===== src/hw/rtl/assert_macros.svh =====
// Assertion helpers shared by the RTL modules.
// Each macro expects clk and rst in the scope where it is used.
`ifndef ASSERT_MACROS_SVH
`define ASSERT_MACROS_SVH

// Check a property on every clock edge outside reset.
`define DQ_ASSERT(label, prop, msg) \
  label: assert property (@(posedge clk) disable iff (rst) (prop)) else $error(msg);

// Check a property on every clock edge, reset included.
`define DQ_ASSERT_ALWAYS(label, prop, msg) \
  label: assert property (@(posedge clk) (prop)) else $error(msg);

`endif


===== src/hw/rtl/dq_pkg.sv =====
`default_nettype none

package dq_pkg;

  localparam int OP_W     = 3;
  localparam int VALUE_W  = 32;
  localparam int STATUS_W = 2;

  typedef logic [OP_W-1:0]            op_t;
  typedef logic signed [VALUE_W-1:0]  value_t;
  typedef logic [STATUS_W-1:0]        status_t;

  localparam op_t OP_PUSH_FRONT = 3'd0;
  localparam op_t OP_PUSH_BACK  = 3'd1;
  localparam op_t OP_POP_FRONT  = 3'd2;
  localparam op_t OP_POP_BACK   = 3'd3;
  localparam op_t OP_READ_ALL   = 3'd4;

  localparam status_t ST_OK    = 2'd0;
  localparam status_t ST_EMPTY = 2'd1;
  localparam status_t ST_FULL  = 2'd2;

  // Controller to datapath
  typedef struct packed {
    logic    push_front;  // write at head-1, move head back, count up
    logic    push_back;   // write at head+count, count up
    logic    pop_front;   // read at head, move head on, count down
    logic    pop_back;    // read at head+count-1, count down
    logic    dump_start;  // read at head, clear scan index
    logic    dump_next;   // read at head+index+1, advance scan index
    logic    load;        // load the output register
    logic    from_mem;    // payload from read data, else zero
    logic    last_scan;   // last flag from scan end, else one
    status_t status;
  } dq_cmd_t;

  // Datapath to controller
  typedef struct packed {
    logic empty;
    logic full;
    logic scan_last;      // scan index is on the back entry
  } dq_sts_t;

endpackage

`default_nettype wire


===== src/hw/rtl/dq_if.sv =====
`default_nettype none

interface dq_in_if;
  import dq_pkg::*;
  logic   valid;
  logic   ready;
  op_t    operation;
  value_t value;

  modport source (output valid, output operation, output value, input ready);
  modport sink   (input valid, input operation, input value, output ready);
endinterface

interface dq_out_if;
  import dq_pkg::*;
  logic    valid;
  logic    ready;
  value_t  result_value;
  status_t status;
  logic    last;

  modport source (output valid, output result_value, output status, output last,
                  input ready);
  modport sink   (input valid, input result_value, input status, input last,
                  output ready);
endinterface

`default_nettype wire


===== src/hw/rtl/dq_datapath.sv =====
`default_nettype none

module dq_datapath
  import dq_pkg::*;
#(
  parameter int DEPTH      = 64,
  parameter int DATA_WIDTH = 32
) (
  input  wire logic    clk,
  input  wire logic    rst,
  input  wire dq_cmd_t cmd,
  input  wire value_t  value,
  output dq_sts_t      sts,
  output value_t       result_value,
  output status_t      status,
  output logic         last
);

`include "assert_macros.svh"

  localparam int AW = $clog2(DEPTH);
  localparam int CW = $clog2(DEPTH + 1);
  localparam int SW = CW + 1;
  localparam int EW = (DATA_WIDTH > VALUE_W) ? DATA_WIDTH : VALUE_W;

  logic [DATA_WIDTH-1:0] mem [DEPTH];
  logic signed [DATA_WIDTH-1:0] rd_data;

  logic [AW-1:0] head, head_next;
  logic [CW-1:0] count, count_next;
  logic [AW-1:0] scan_idx;

  logic [AW-1:0] head_dec, head_inc;
  logic [AW-1:0] wr_addr, rd_addr;
  logic          wr_en, rd_en;
  logic signed [EW-1:0] in_wide, rd_wide;

  function automatic logic [AW-1:0] ring_add(logic [AW-1:0] base, logic [CW-1:0] offs);
    logic [SW-1:0] sum;
    sum = SW'(base) + SW'(offs);
    if (sum >= SW'(DEPTH)) sum = sum - SW'(DEPTH);
    return sum[AW-1:0];
  endfunction

  assign head_dec = (head == '0) ? AW'(DEPTH - 1) : head - AW'(1);
  assign head_inc = (head == AW'(DEPTH - 1)) ? '0 : head + AW'(1);

  assign sts.empty     = (count == '0);
  assign sts.full      = (count == CW'(DEPTH));
  assign sts.scan_last = ((CW'(scan_idx) + CW'(1)) == count);

  assign in_wide = EW'(value);
  assign rd_wide = EW'(rd_data);

  assign wr_en   = cmd.push_front || cmd.push_back;
  assign wr_addr = cmd.push_front ? head_dec : ring_add(head, count);

  assign rd_en = cmd.pop_front || cmd.pop_back || cmd.dump_start || cmd.dump_next;

  always_comb begin
    priority if (cmd.pop_back) begin
      rd_addr = ring_add(head, count - CW'(1));
    end else if (cmd.dump_next) begin
      rd_addr = ring_add(head, CW'(scan_idx) + CW'(1));
    end else begin
      rd_addr = head;
    end
  end

  always_comb begin
    head_next  = head;
    count_next = count;
    priority if (cmd.push_front) begin
      head_next  = head_dec;
      count_next = count + CW'(1);
    end else if (cmd.push_back) begin
      count_next = count + CW'(1);
    end else if (cmd.pop_front) begin
      head_next  = head_inc;
      count_next = count - CW'(1);
    end else if (cmd.pop_back) begin
      count_next = count - CW'(1);
    end
  end

  always_ff @(posedge clk) begin
    if (rst) begin
      head  <= '0;
      count <= '0;
    end else begin
      head  <= head_next;
      count <= count_next;
    end
  end

  always_ff @(posedge clk) begin
    if (wr_en) begin
      mem[wr_addr] <= in_wide[DATA_WIDTH-1:0];
    end
    if (rd_en) begin
      rd_data <= mem[rd_addr];
    end
  end

  always_ff @(posedge clk) begin
    if (cmd.dump_start) begin
      scan_idx <= '0;
    end else if (cmd.dump_next) begin
      scan_idx <= scan_idx + AW'(1);
    end
  end

  always_ff @(posedge clk) begin
    if (cmd.load) begin
      result_value <= cmd.from_mem ? rd_wide[VALUE_W-1:0] : '0;
      status       <= cmd.status;
      last         <= cmd.last_scan ? sts.scan_last : 1'b1;
    end
  end

  `DQ_ASSERT(a_count_bound, count <= CW'(DEPTH), "entry count above depth")
  `DQ_ASSERT(a_no_push_full, (cmd.push_front || cmd.push_back) |-> !sts.full,
             "push issued on a full queue")
  `DQ_ASSERT(a_no_pop_empty, (cmd.pop_front || cmd.pop_back || cmd.dump_start) |-> !sts.empty,
             "read issued on an empty queue")

endmodule

`default_nettype wire


===== src/hw/rtl/dq_ctrl.sv =====
`default_nettype none

module dq_ctrl
  import dq_pkg::*;
(
  input  wire logic    clk,
  input  wire logic    rst,
  input  wire logic    req_valid,
  input  wire op_t     operation,
  output logic         req_ready,
  output logic         rsp_valid,
  input  wire logic    rsp_ready,
  input  wire dq_sts_t sts,
  output dq_cmd_t      cmd
);

`include "assert_macros.svh"

  localparam logic [1:0] S_IDLE = 2'd0;
  localparam logic [1:0] S_POP  = 2'd1;
  localparam logic [1:0] S_SCAN = 2'd2;

  logic [1:0] state, state_next;
  logic       rsp_valid_next;
  logic       out_free;
  logic       accept;

  assign out_free  = !rsp_valid || rsp_ready;
  assign req_ready = (state == S_IDLE) && out_free;
  assign accept    = req_valid && req_ready;

  always_comb begin
    cmd        = '0;
    cmd.status = ST_OK;
    state_next = state;
    unique case (state)
      S_IDLE: begin
        if (accept) begin
          unique case (operation)
            OP_PUSH_FRONT, OP_PUSH_BACK: begin
              cmd.load = 1'b1;
              if (sts.full) begin
                cmd.status = ST_FULL;
              end else begin
                cmd.push_front = (operation == OP_PUSH_FRONT);
                cmd.push_back  = (operation == OP_PUSH_BACK);
              end
            end
            OP_POP_FRONT, OP_POP_BACK: begin
              if (sts.empty) begin
                cmd.load   = 1'b1;
                cmd.status = ST_EMPTY;
              end else begin
                cmd.pop_front = (operation == OP_POP_FRONT);
                cmd.pop_back  = (operation == OP_POP_BACK);
                state_next    = S_POP;
              end
            end
            OP_READ_ALL: begin
              if (sts.empty) begin
                cmd.load   = 1'b1;
                cmd.status = ST_EMPTY;
              end else begin
                cmd.dump_start = 1'b1;
                state_next     = S_SCAN;
              end
            end
            default: begin
              cmd.load = 1'b1;
            end
          endcase
        end
      end
      S_POP: begin
        if (out_free) begin
          cmd.load     = 1'b1;
          cmd.from_mem = 1'b1;
          state_next   = S_IDLE;
        end
      end
      S_SCAN: begin
        if (out_free) begin
          cmd.load      = 1'b1;
          cmd.from_mem  = 1'b1;
          cmd.last_scan = 1'b1;
          if (sts.scan_last) begin
            state_next = S_IDLE;
          end else begin
            cmd.dump_next = 1'b1;
          end
        end
      end
      default: begin
        state_next = S_IDLE;
      end
    endcase
  end

  assign rsp_valid_next = cmd.load ? 1'b1 : (rsp_ready ? 1'b0 : rsp_valid);

  always_ff @(posedge clk) begin
    if (rst) begin
      state     <= S_IDLE;
      rsp_valid <= 1'b0;
    end else begin
      state     <= state_next;
      rsp_valid <= rsp_valid_next;
    end
  end

  `DQ_ASSERT(a_load_free_slot, cmd.load |-> (!rsp_valid || rsp_ready),
             "output register overwritten before it was taken")
  `DQ_ASSERT(a_scan_not_empty, (state == S_SCAN) |-> !sts.empty,
             "read-out running on an empty queue")

endmodule

`default_nettype wire


===== src/hw/rtl/double_ended_queue.sv =====
// Channel    Dir  Payload                          Transaction
// request    in   operation[2:0], value[31:0]      valid && ready
// response   out  result_value[31:0], status[1:0], valid && ready
//                 last
//
// Push, error and unknown operations: result in the output register on the next
// cycle. Pop: registered memory read, then output load; no new request meanwhile.
// Read-all: one response per stored entry, paced by the single read port.
// Reset (rst, synchronous) clears head, count and controller; the entry memory
// is not cleared. A stalled response holds in the output register; the next
// request is taken in the same cycle that register drains.
`default_nettype none

module double_ended_queue
  import dq_pkg::*;
#(
  parameter int DEPTH      = 64,
  parameter int DATA_WIDTH = 32
) (
  input  wire logic clk,
  input  wire logic rst,
  dq_in_if.sink     request,
  dq_out_if.source  response
);

  // Command and status between the sequencer and the ring storage.
  dq_cmd_t cmd;
  dq_sts_t sts;

  // Sequencer: owns the handshakes and steps pops and read-outs.
  dq_ctrl u_ctrl (
    .clk       (clk),
    .rst       (rst),
    .req_valid (request.valid),
    .operation (request.operation),
    .req_ready (request.ready),
    .rsp_valid (response.valid),
    .rsp_ready (response.ready),
    .sts       (sts),
    .cmd       (cmd)
  );

  // Ring storage: entry memory, head and count, scan index, output payload.
  dq_datapath #(
    .DEPTH      (DEPTH),
    .DATA_WIDTH (DATA_WIDTH)
  ) u_datapath (
    .clk          (clk),
    .rst          (rst),
    .cmd          (cmd),
    .value        (request.value),
    .sts          (sts),
    .result_value (response.result_value),
    .status       (response.status),
    .last         (response.last)
  );

endmodule

`default_nettype wire


===== src/flat_wrapper.sv =====
// flat-port wrapper written by rule: the top's interface ports become plain ports
module double_ended_queue_flat import dq_pkg::*;
#(
  parameter int DEPTH      = 64,
  parameter int DATA_WIDTH = 32
)
  (clk, rst, request_valid, request_operation, request_value, request_ready, response_valid, response_result_value, response_status, response_last, response_ready);
  dq_in_if request_i ();
  dq_out_if response_i ();
  input  wire logic clk;
  input  wire logic rst;
  input wire logic [$bits(request_i.valid)-1:0] request_valid;
  input wire logic [$bits(request_i.operation)-1:0] request_operation;
  input wire logic [$bits(request_i.value)-1:0] request_value;
  output wire logic [$bits(request_i.ready)-1:0] request_ready;
  output wire logic [$bits(response_i.valid)-1:0] response_valid;
  output wire logic [$bits(response_i.result_value)-1:0] response_result_value;
  output wire logic [$bits(response_i.status)-1:0] response_status;
  output wire logic [$bits(response_i.last)-1:0] response_last;
  input wire logic [$bits(response_i.ready)-1:0] response_ready;
  assign request_i.valid = request_valid;
  assign request_i.operation = request_operation;
  assign request_i.value = request_value;
  assign request_ready = request_i.ready;
  assign response_valid = response_i.valid;
  assign response_result_value = response_i.result_value;
  assign response_status = response_i.status;
  assign response_last = response_i.last;
  assign response_i.ready = response_ready;
  double_ended_queue #(.DEPTH(DEPTH), .DATA_WIDTH(DATA_WIDTH)) u_core (.clk(clk), .rst(rst), .request(request_i), .response(response_i));
endmodule

===== config.mk =====
export PLATFORM = sky130hd
export DESIGN_NAME = double_ended_queue_flat
export DESIGN_NICKNAME = d
export VERILOG_FILES = /design/src/hw/rtl/dq_pkg.sv /design/src/hw/rtl/dq_if.sv /design/src/hw/rtl/dq_datapath.sv /design/src/hw/rtl/dq_ctrl.sv /design/src/hw/rtl/double_ended_queue.sv /design/src/flat_wrapper.sv
export VERILOG_INCLUDE_DIRS = /design/src /design/src/hw/rtl
export SDC_FILE = /design/constraint.sdc
export NUM_CORES = 2
export LEC_CHECK = 0
export CELL_PAD_IN_SITES_DETAIL_PLACEMENT = 0
export CELL_PAD_IN_SITES_GLOBAL_PLACEMENT = 1
export CORE_ASPECT_RATIO = 0.7
export CORE_UTILIZATION = 30
export DETAILED_ROUTE_END_ITERATION = 16
export DONT_BUFFER_PORTS = 1
export GPL_TIMING_DRIVEN = 0
export PLACE_DENSITY = 0.55
export SLEW_MARGIN = 5
export SYNTH_ARGS = -nofsm -noshare
export SYNTH_HDL_FRONTEND = slang
export SYNTH_SLANG_ARGS = --single-unit
export TNS_END_PERCENT = 100

===== constraint.sdc =====
create_clock -name clk -period 4.8 [get_ports clk]
set_clock_uncertainty 0.2 [all_clocks]
set_input_delay 0.48 -clock clk [delete_from_list [all_inputs] [get_ports clk]]
set_output_delay 0.48 -clock clk [all_outputs]
set_load 0.02 [all_outputs]

==> Word level (Yosys, flattened, before mapping) <==
Memory sizes are Yosys's and may differ from the RTL's. A register that Yosys moved wholly into a read port is not among the register bits.
Cells that the tools add are included.
{ "classes": {"add_sub_neg": 12, "mul": 0, "div": 0, "magnitude_cmp": 3, "n_eq_ne": 17, "n_shift": 0, "muxes": 48, "n_bitwise": 0, "reduce_logical": 21} }
{ "op_table": {"columns": ["cell", "n"], "rows": [
  ["two-way mux 6 bit", 11],
  ["two-way mux 7 bit", 4],
  ["adder 6 x 7 -> 8 bit", 3],
  [">= comparator 8 x 7 -> 1 bit (second input constant)", 3],
  ["two-way mux 2 bit", 12],
  ["subtractor 6 x 1 -> 6 bit (second input constant)", 4],
  ["two-way mux 1 bit", 13],
  ["adder 6 x 1 -> 6 bit (second input constant)", 2],
  ["two-way mux 5 bit", 2],
  ["!= test 2 bit (second input constant)", 4],
  ["one-hot mux 2 bit (2 select lines)", 2],
  ["adder 6 x 1 -> 7 bit (second input constant)", 1],
  ["adder 7 x 1 -> 7 bit (second input constant)", 1],
  ["equality test 7 bit", 1],
  ["equality test 7 bit (second input constant)", 1],
  ["zero test 7 bit", 1],
  ["AND reduction 7 bit", 1],
  ["subtractor 7 x 1 -> 7 bit (second input constant)", 1],
  ["equality test 3 x 2 -> 1 bit (second input constant)", 2],
  ["equality test 6 bit (second input constant)", 1],
  ["zero test 6 bit", 1],
  ["!= test 3 bit (second input constant)", 2],
  ["one-hot mux 2 bit (3 select lines)", 1],
  ["logical OR 1 bit", 5],
  ["other kinds (18)", 22]
]} }
{ "word_totals": {"reg_bits": 57, "latch_bits": 0, "mem_bits_rw": 2048, "mem_bits_ro": 0, "inputBits": 39, "output_inout_bits": 37, "word_cells": 110, "n_memories": 1} }
{ "memory_table": {"columns": ["name", "words", "word_bits", "rd", "rd_clocked_by_memory_dff", "write_ports", "line", "source"], "rows": [
  ["u_core.u_datapath.mem", 64, 32, 1, 1, 1, "dq_datapath.sv:26", "logic [DATA_WIDTH-1:0] mem [DEPTH];"]
]} }

==> Logic depth before layout (Yosys ltp) <==
{ "logic_depth": {"word_depth": 10, "mapped_depth": 18, "ltp_nobuf": 15} }

==> By module <==
A second synthesis with hierarchy kept.
{ "unflattened": {"hier_cells": 5671, "area_unflattened_um2": 86205.2} }
{ "modules_own_cells": {"columns": ["mod", "instances", "cells_each", "area_per_inst_um2", "seq_area_each_um2"], "rows": [
  ["dq_datapath", 1, 5619, 85824.8, 63891.3],
  ["dq_ctrl", 1, 52, 380.4, 60.1]
]} }

==> Worst setup path after synthesis <==
No wires, ideal clock.
{ "synth_timing": {"kind": "reg-to-reg", "start": "reg u_core.u_ctrl.state[0]", "end": "mem u_core.u_datapath.mem[0][0], enable pin", "setup_time_ps": 421, "arrival_ps": 3957, "t_required_ps": 4179, "path_slack_ps": 222, "stages_incl_launch_ff": 13, "synth_period_minus_slack_ps": 4578, "cell_sequence": "dfxtp_1 > inv_1 > ha_1 > and2_1 > nand2_1 > or4_1 > nor2_1 > clkbuf_1 > nand3_1 > o21a_1 > nor2_1 > nand2_1 > nor2_1"} }
{ "synth_via": {"elab_chain_cells": 8, "elab_cells_between_ends": 9, "classes_between": "mux (5); reduce/logical (4)"} }
{ "synth_rtl": {"columns": ["element", "line", "source"], "rows": [
  ["start: declaration", "dq_ctrl.sv:23", "logic [1:0] state, state_next;"],
  ["start signal: assignment", "dq_ctrl.sv:106", "state <= state_next;"],
  ["zero test 2 bit (*)", "dq_ctrl.sv:29", "assign req_ready = (state == S_IDLE) && out_free;"],
  ["logical AND 1 bit (*)", "dq_ctrl.sv:29", null],
  ["named net request_ready", "flat_wrapper.sv:15", "output wire logic [$bits(request_i.ready)-1:0] request_ready;"],
  ["logical AND 1 bit (*)", "dq_ctrl.sv:30", "assign accept = req_valid && req_ready;"],
  ["two-way mux 5 bit (*)", "dq_ctrl.sv:38", "if (accept) begin"],
  ["two-way mux 5 bit (*)", "dq_ctrl.sv:36", "unique case (state)"],
  ["logical OR 1 bit", "dq_datapath.sv:55", "assign wr_en = cmd.push_front || cmd.push_back;"],
  ["two-way mux 1 bit", "dq_datapath.sv:97", "if (wr_en) begin"],
  ["two-way mux 1 bit (implied by the code)", "dq_datapath.sv:98", "mem[wr_addr] <= in_wide[DATA_WIDTH-1:0];"],
  ["end: declaration", "dq_datapath.sv:26", null]
]} }
Mark *: on every way through the listed nets, which the timed path passes. The rest lies on a longest branch.

==> Worst setup path after layout <==
{ "layout_timing": {"start": "reg u_core.u_datapath.scan_idx[0]", "end": "reg u_core.u_datapath.rd_data[12], read port of u_core.u_datapath.mem, data pin"} }
{ "layout_via": {"elab_chain_cells": 7, "elab_cells_between_ends": 12, "classes_between": "add/sub (3); order compare (1); eq/ne (1); mux (6); reduce/logical (1)"} }
{ "layout_rtl": {"columns": ["element", "line", "source"], "rows": [
  ["start: declaration", "dq_datapath.sv:31", "logic [AW-1:0] scan_idx;"],
  ["start signal: assignment", "dq_datapath.sv:109", "scan_idx <= scan_idx + AW'(1);"],
  ["adder 6 x 1 -> 7 bit (*)", "dq_datapath.sv:50, dq_datapath.sv:64", null],
  ["parallel branches: the longest is 6 deep, another holds adder 6 x 7 -> 8 bit", null, null],
  ["end: declaration", "dq_datapath.sv:27", "logic signed [DATA_WIDTH-1:0] rd_data;"]
]} }
Every way passes the cells marked *.
A chain may end at the register's enable or synchronous reset.

==> run summary <==
Summed over all cells, the static leakage comes to 36.0 nW. The layout overhead on the synthesized area was 24.5%; the count of pins on the block boundary was 76. In this run the clock root is driven by a clkbuf_16. On the critical path, the stage with the largest delay is an instance of nand4_1. In this run the vertical extent of the chip is 450 µm. The number of hold-slack violations in the final timing report is 0, and the cell area after layout is 107,000 µm². At the end of routability-driven placement, the weighted congestion stood at 0.971. Clock tree synthesis found a total of 2,137 sinks.

Dividing the synthesized area by the synthesized cell count gives 13.9 µm². The run gives 5250 ps as the endpoint required time on the critical path. The number of H-tree levels was 4. Starting utilization of the core area: 0.302.

The worst setup path is of the flop to flop kind. The design draws 51.2 mW. The average detailed-routed wire length per instance was 36.0 µm; the clock buffer count from CTS was 215. STA classifies the critical path startpoint as a flop. The total via count in the routed design was 61,200.

The worst slew slack as a fraction of its limit was 0.202. The tools report the synthesized instance count as 6,185. For this design the total switching power over the nets is 17.7 mW. The total nets after synthesis is 6,252, and the maximum operating frequency is 0.190 GHz. The area of the core region is 285,000 µm², and the final max-slew violation count is 0. In this run the worst path has a maximum fanout of 7. The synthesized netlist occupies a cell area of 86,200 µm². After detailed placement, the design holds a cell count of 10,100.

The number of maximum-capacitance violations is 0, and the share of Yosys cell area claimed by the top area cell type is 0.737. Wires add up to 389 mm. For the part of the total power dissipated in sequential elements, the log shows 0.407. TritonCTS built the clock tree. The logs give 41 for the initial antenna violation count and 0.742 for the share of the yosys chip area belonging to registers. In this run, the number of DRC markers left after iteration 0 of detailed routing was 10,500. The tools report the first element of the critical path as u_core.u_datapath.scan_idx[0]$_SDFFE_PP0N_.

Sorting the synthesized cells by area gives the leading types as edfxtp_1, nand2_1, nand3_1, mux2i_1, buf_2. Setup repair after global routing could not meet its margin everywhere. The run finished, with violations left. For this run, the slowest stage of the critical path takes 880 ps.

Using the TritonRoute via totals, the vias-per-cell ratio works out to 5.67. Together, buffers and inverters on the worst path number 5. The worst path needs 5270 ps of the cycle, external delays included. The post-route fraction of the period consumed by the critical path works out to 1.10.

The met2 routing resource usage after global routing was 0.356. The die covers 289,000 µm². The run gives 26,900 as the layout filler cell count.

The logs give 0 for the post-route antenna net violation count and 65 for the pin count of the biggest net entering global routing. The tools report the capturing element type of the critical path as a flop. The worst-case register-to-register setup slack was -470 ps; the transition time of the tightest slew-check pin was 1190 ps.

The switching part of the total was 0.347; the cell area reported after detailed placement was 93,700 µm². The number of global-route vias before repair was 55,300; the number of nets in the layout was 6,871. The arrival time reported for the critical path endpoint was 5720 ps. The signal on the critical path passes through ha_4 > buf_6 > xor2_2 > o22ai_2 > o211a_4 > buf_6 > and4_4 > a311oi_4 > buf_4 > buf_12 > buf_16 > mux2i_4 > a32oi_4 > nand4_1 > or4_1.

The tools report the number of distinct library cells after synthesis as 89. The fraction of synthesis flops using an asynchronous set or reset pin is 0. Dividing total power by cell area gives a power density of 477 nW/µm². Category of cells accounting for the largest share of critical-path delay: simple AND/OR/NAND/NOR gates. Detailed-placement wirelength estimate: 262 mm. The run gives 0.000280 V as the largest voltage drop on the vdd net. The met1 layer usage reported by global route was 0.377.

The most used flip-flop cell after synthesis is edfxtp_1. The post-layout instance count excluding filler cells is 10,800. For the worst-skew pair, the clock arrives at the later sink with an insertion delay of 930 ps.

The run gives 0.280 as the relative contribution of combinational cells to total power. The proportion of layout cells with a drive suffix above 1 works out to 0.195. The logs give 0.261 for the overall track demand over capacity in global routing and -474 ps for the setup slack of the critical path after layout. For this run, the number of Yosys warnings is 0. The tightest min-delay check is of the input port to flop type.

The tools report the met3 capacity usage during global routing as 0.0907. Measured along the x axis, the die boundary spans 643 µm. The clock transition at the register clock pins on the worst setup and hold paths after CTS is 70 ps, and the number of iterations in the first detailed-routing pass is 6. For this run the aggregate overflow at the end of global routing stands at 0. The total internal power is 33.5 mW. The logs give 0.376 for the core occupancy in the finished layout and 17 for the total of endpoints with negative setup slack in the final report. In the routed design, unresolved DRC markers number 0.

The first global-routing pass estimated 511 mm of wire. Port buffering added 0 buffers. The startpoint of the most critical hold path was request_operation[2]. The clock network fraction of design power is 0.314. In this run the critical register-to-register path is launched from u_core.u_datapath.scan_idx[0]$_SDFFE_PP0N_. Counting along the longest clock path gives a buffer depth of 4. Count of flip-flops with a built-in enable after synthesis: 2,115.

Summed over all instances, the cell type with the most area after synthesis is edfxtp_1. The checks that failed: setup timing. The floorplan has 164 rows. The cell that appears most often on the critical path is buf_6. The number of flip-flops and latches in the synthesized netlist came out at 2,137. The routing layer with the top usage in global route was met1.
==> per-stage QoR <==
step	hold slack [ps]	setup TNS [ps]	setup slack, ps
3_3_place_gp	281	-6716550	-3980
5_1_grt	97.9	-3520	-429
6_report	59.2	-3790	-474
4_1_cts	2.71	-2090	-310
3_5_place_dp	286	-962020	-2260
2_1_floorplan	266	0	222
==> layout by cell type (no fill, tap or decap), types with 55 or more instances in the layout <==
cell type / Yosys / final
buf_4: 38 / 233
edfxtp_1: 2115 / 2115
inv_1: 73 / 69
buf_12: 0 / 167
buf_16: 0 / 59
buf_6: 13 / 78
clkbuf_2: 0 / 66
nand2_1: 1364 / 1348
o211ai_1: 80 / 80
clkbuf_16: 0 / 222
a31oi_1: 58 / 55
clkbuf_1: 143 / 79
nor2_4: 1 / 71
a32oi_1: 88 / 63
nand4_1: 83 / 83
nand3_1: 779 / 758
buf_2: 182 / 60
a21oi_1: 125 / 118
mux2i_1: 335 / 299
==> worst register-to-register path: cells and delay by family (launching register included) <==
| kind | cells | cell delay, ps |
|---|---|---|
| simple gates | 3 | 1850 |
| mux | 1 | 100 |
| compound gates | 4 | 1360 |
| flops | 1 | 390 |
| fa+ha+maj | 1 | 210 |
| buf+inv | 5 | 820 |
| xor+xnor | 1 | 140 |
==> path summary, 6_finish.rpt <==
path	endpoint	cells after the start
worst min-delay path	u_core.u_ctrl.state[1]$_SDFFE_PP0P_	5
worst max-delay path	u_core.u_datapath.rd_data[12]$_DFFE_PP_	15
worst max register to register	u_core.u_datapath.rd_data[12]$_DFFE_PP_	15
worst min register to register	u_core.u_datapath.scan_idx[1]$_SDFFE_PP0N_	2
==> cell type report <==
type / instances / area [µm²] / share of cell area
multi-input cells: 3570 / 22300 / 0.208
flip-flops and latches: 2137 / 64000 / 0.596
plain buffers: 390 / 3410 / 0.0317
repair buffers: 416 / 6160 / 0.0574
clock buffers: 272 / 5660 / 0.0527
clock inverters: 102 / 639 / 0.00596
well taps: 3818 / 4780 / 0.0445
inverters: 74 / 287 / 0.00267
diodes: 18 / 45.0 / 0.000420
==> routing by layer <==
| metal | part of all wire | wire length, µm |
|---|---|---|
| met4 | 0.040 | 15700 |
| met5 | 0.0012 | 483 |
| met3 | 0.14 | 54700 |
| met1 | 0.42 | 163000 |
| met2 | 0.40 | 155000 |
==> cells by family (layout without fill, tap and decap cells) <==
logic type / count (synthesis) / count (layout) / share of synthesized area
other: 0 / 18 / 0
adder cells (fa/ha/maj): 28 / 28 / 0.00433
AND/OR/NAND/NOR: 2520 / 2520 / 0.130
flip-flops: 2137 / 2137 / 0.742
AO/OA/AOI/OAI: 649 / 649 / 0.0543
multiplexers: 339 / 339 / 0.0397
buffers and inverters: 478 / 1254 / 0.0263
XOR/XNOR: 34 / 34 / 0.00363
==> registers in the layout (all words and copies together), names as in the netlist <==
register	count
u_core.u_datapath.rd_data	32
u_core.u_datapath.count	7
u_core.u_ctrl.rsp_valid	1
u_core.u_ctrl.state	2
u_core.u_datapath.result_value	32
u_core.u_datapath.status	2
u_core.u_datapath.mem	2048
u_core.u_datapath.scan_idx	6
u_core.u_datapath.last	1
u_core.u_datapath.head	6
==> synthesized netlist by cell type (25+ instances only) <==
master / count
a211oi_1: 55
a21oi_1: 125
a31oi_1: 58
a32oi_1: 88
and3_1: 48
buf_1: 28
buf_2: 182
buf_4: 38
clkbuf_1: 143
edfxtp_1: 2115
ha_1: 25
inv_1: 73
mux2i_1: 335
nand2_1: 1364
nand3_1: 779
nand4_1: 83
nor2_1: 120
o211ai_1: 80
o21ai_0: 57
==> power by group through the flow <==
stage | registers (mW) | clock network [mW] | logic [mW]
2_1_floorplan | 21.2 | 0 | 5.02
3_3_place_gp | 21.2 | 0 | 10.7
3_5_place_dp | 21.2 | 0 | 10.8
4_1_cts | 20.8 | 16.2 | 13.4
5_1_grt | 20.8 | 16.8 | 14.4
6_report | 20.8 | 16.1 | 14.3
==> repair_timing <==
action / in CTS / in global routing
gates resized for setup: 785 / 197
pin swaps: 146 / 90
setup endpoints to repair: 2011 / 1561
buffers inserted: 197 / 38
cloned: 4 / 0
hold endpoints to repair: 2079 / 0
hold buffers: 72 / 0
Note: power is estimated with default switching activity, not from simulation.
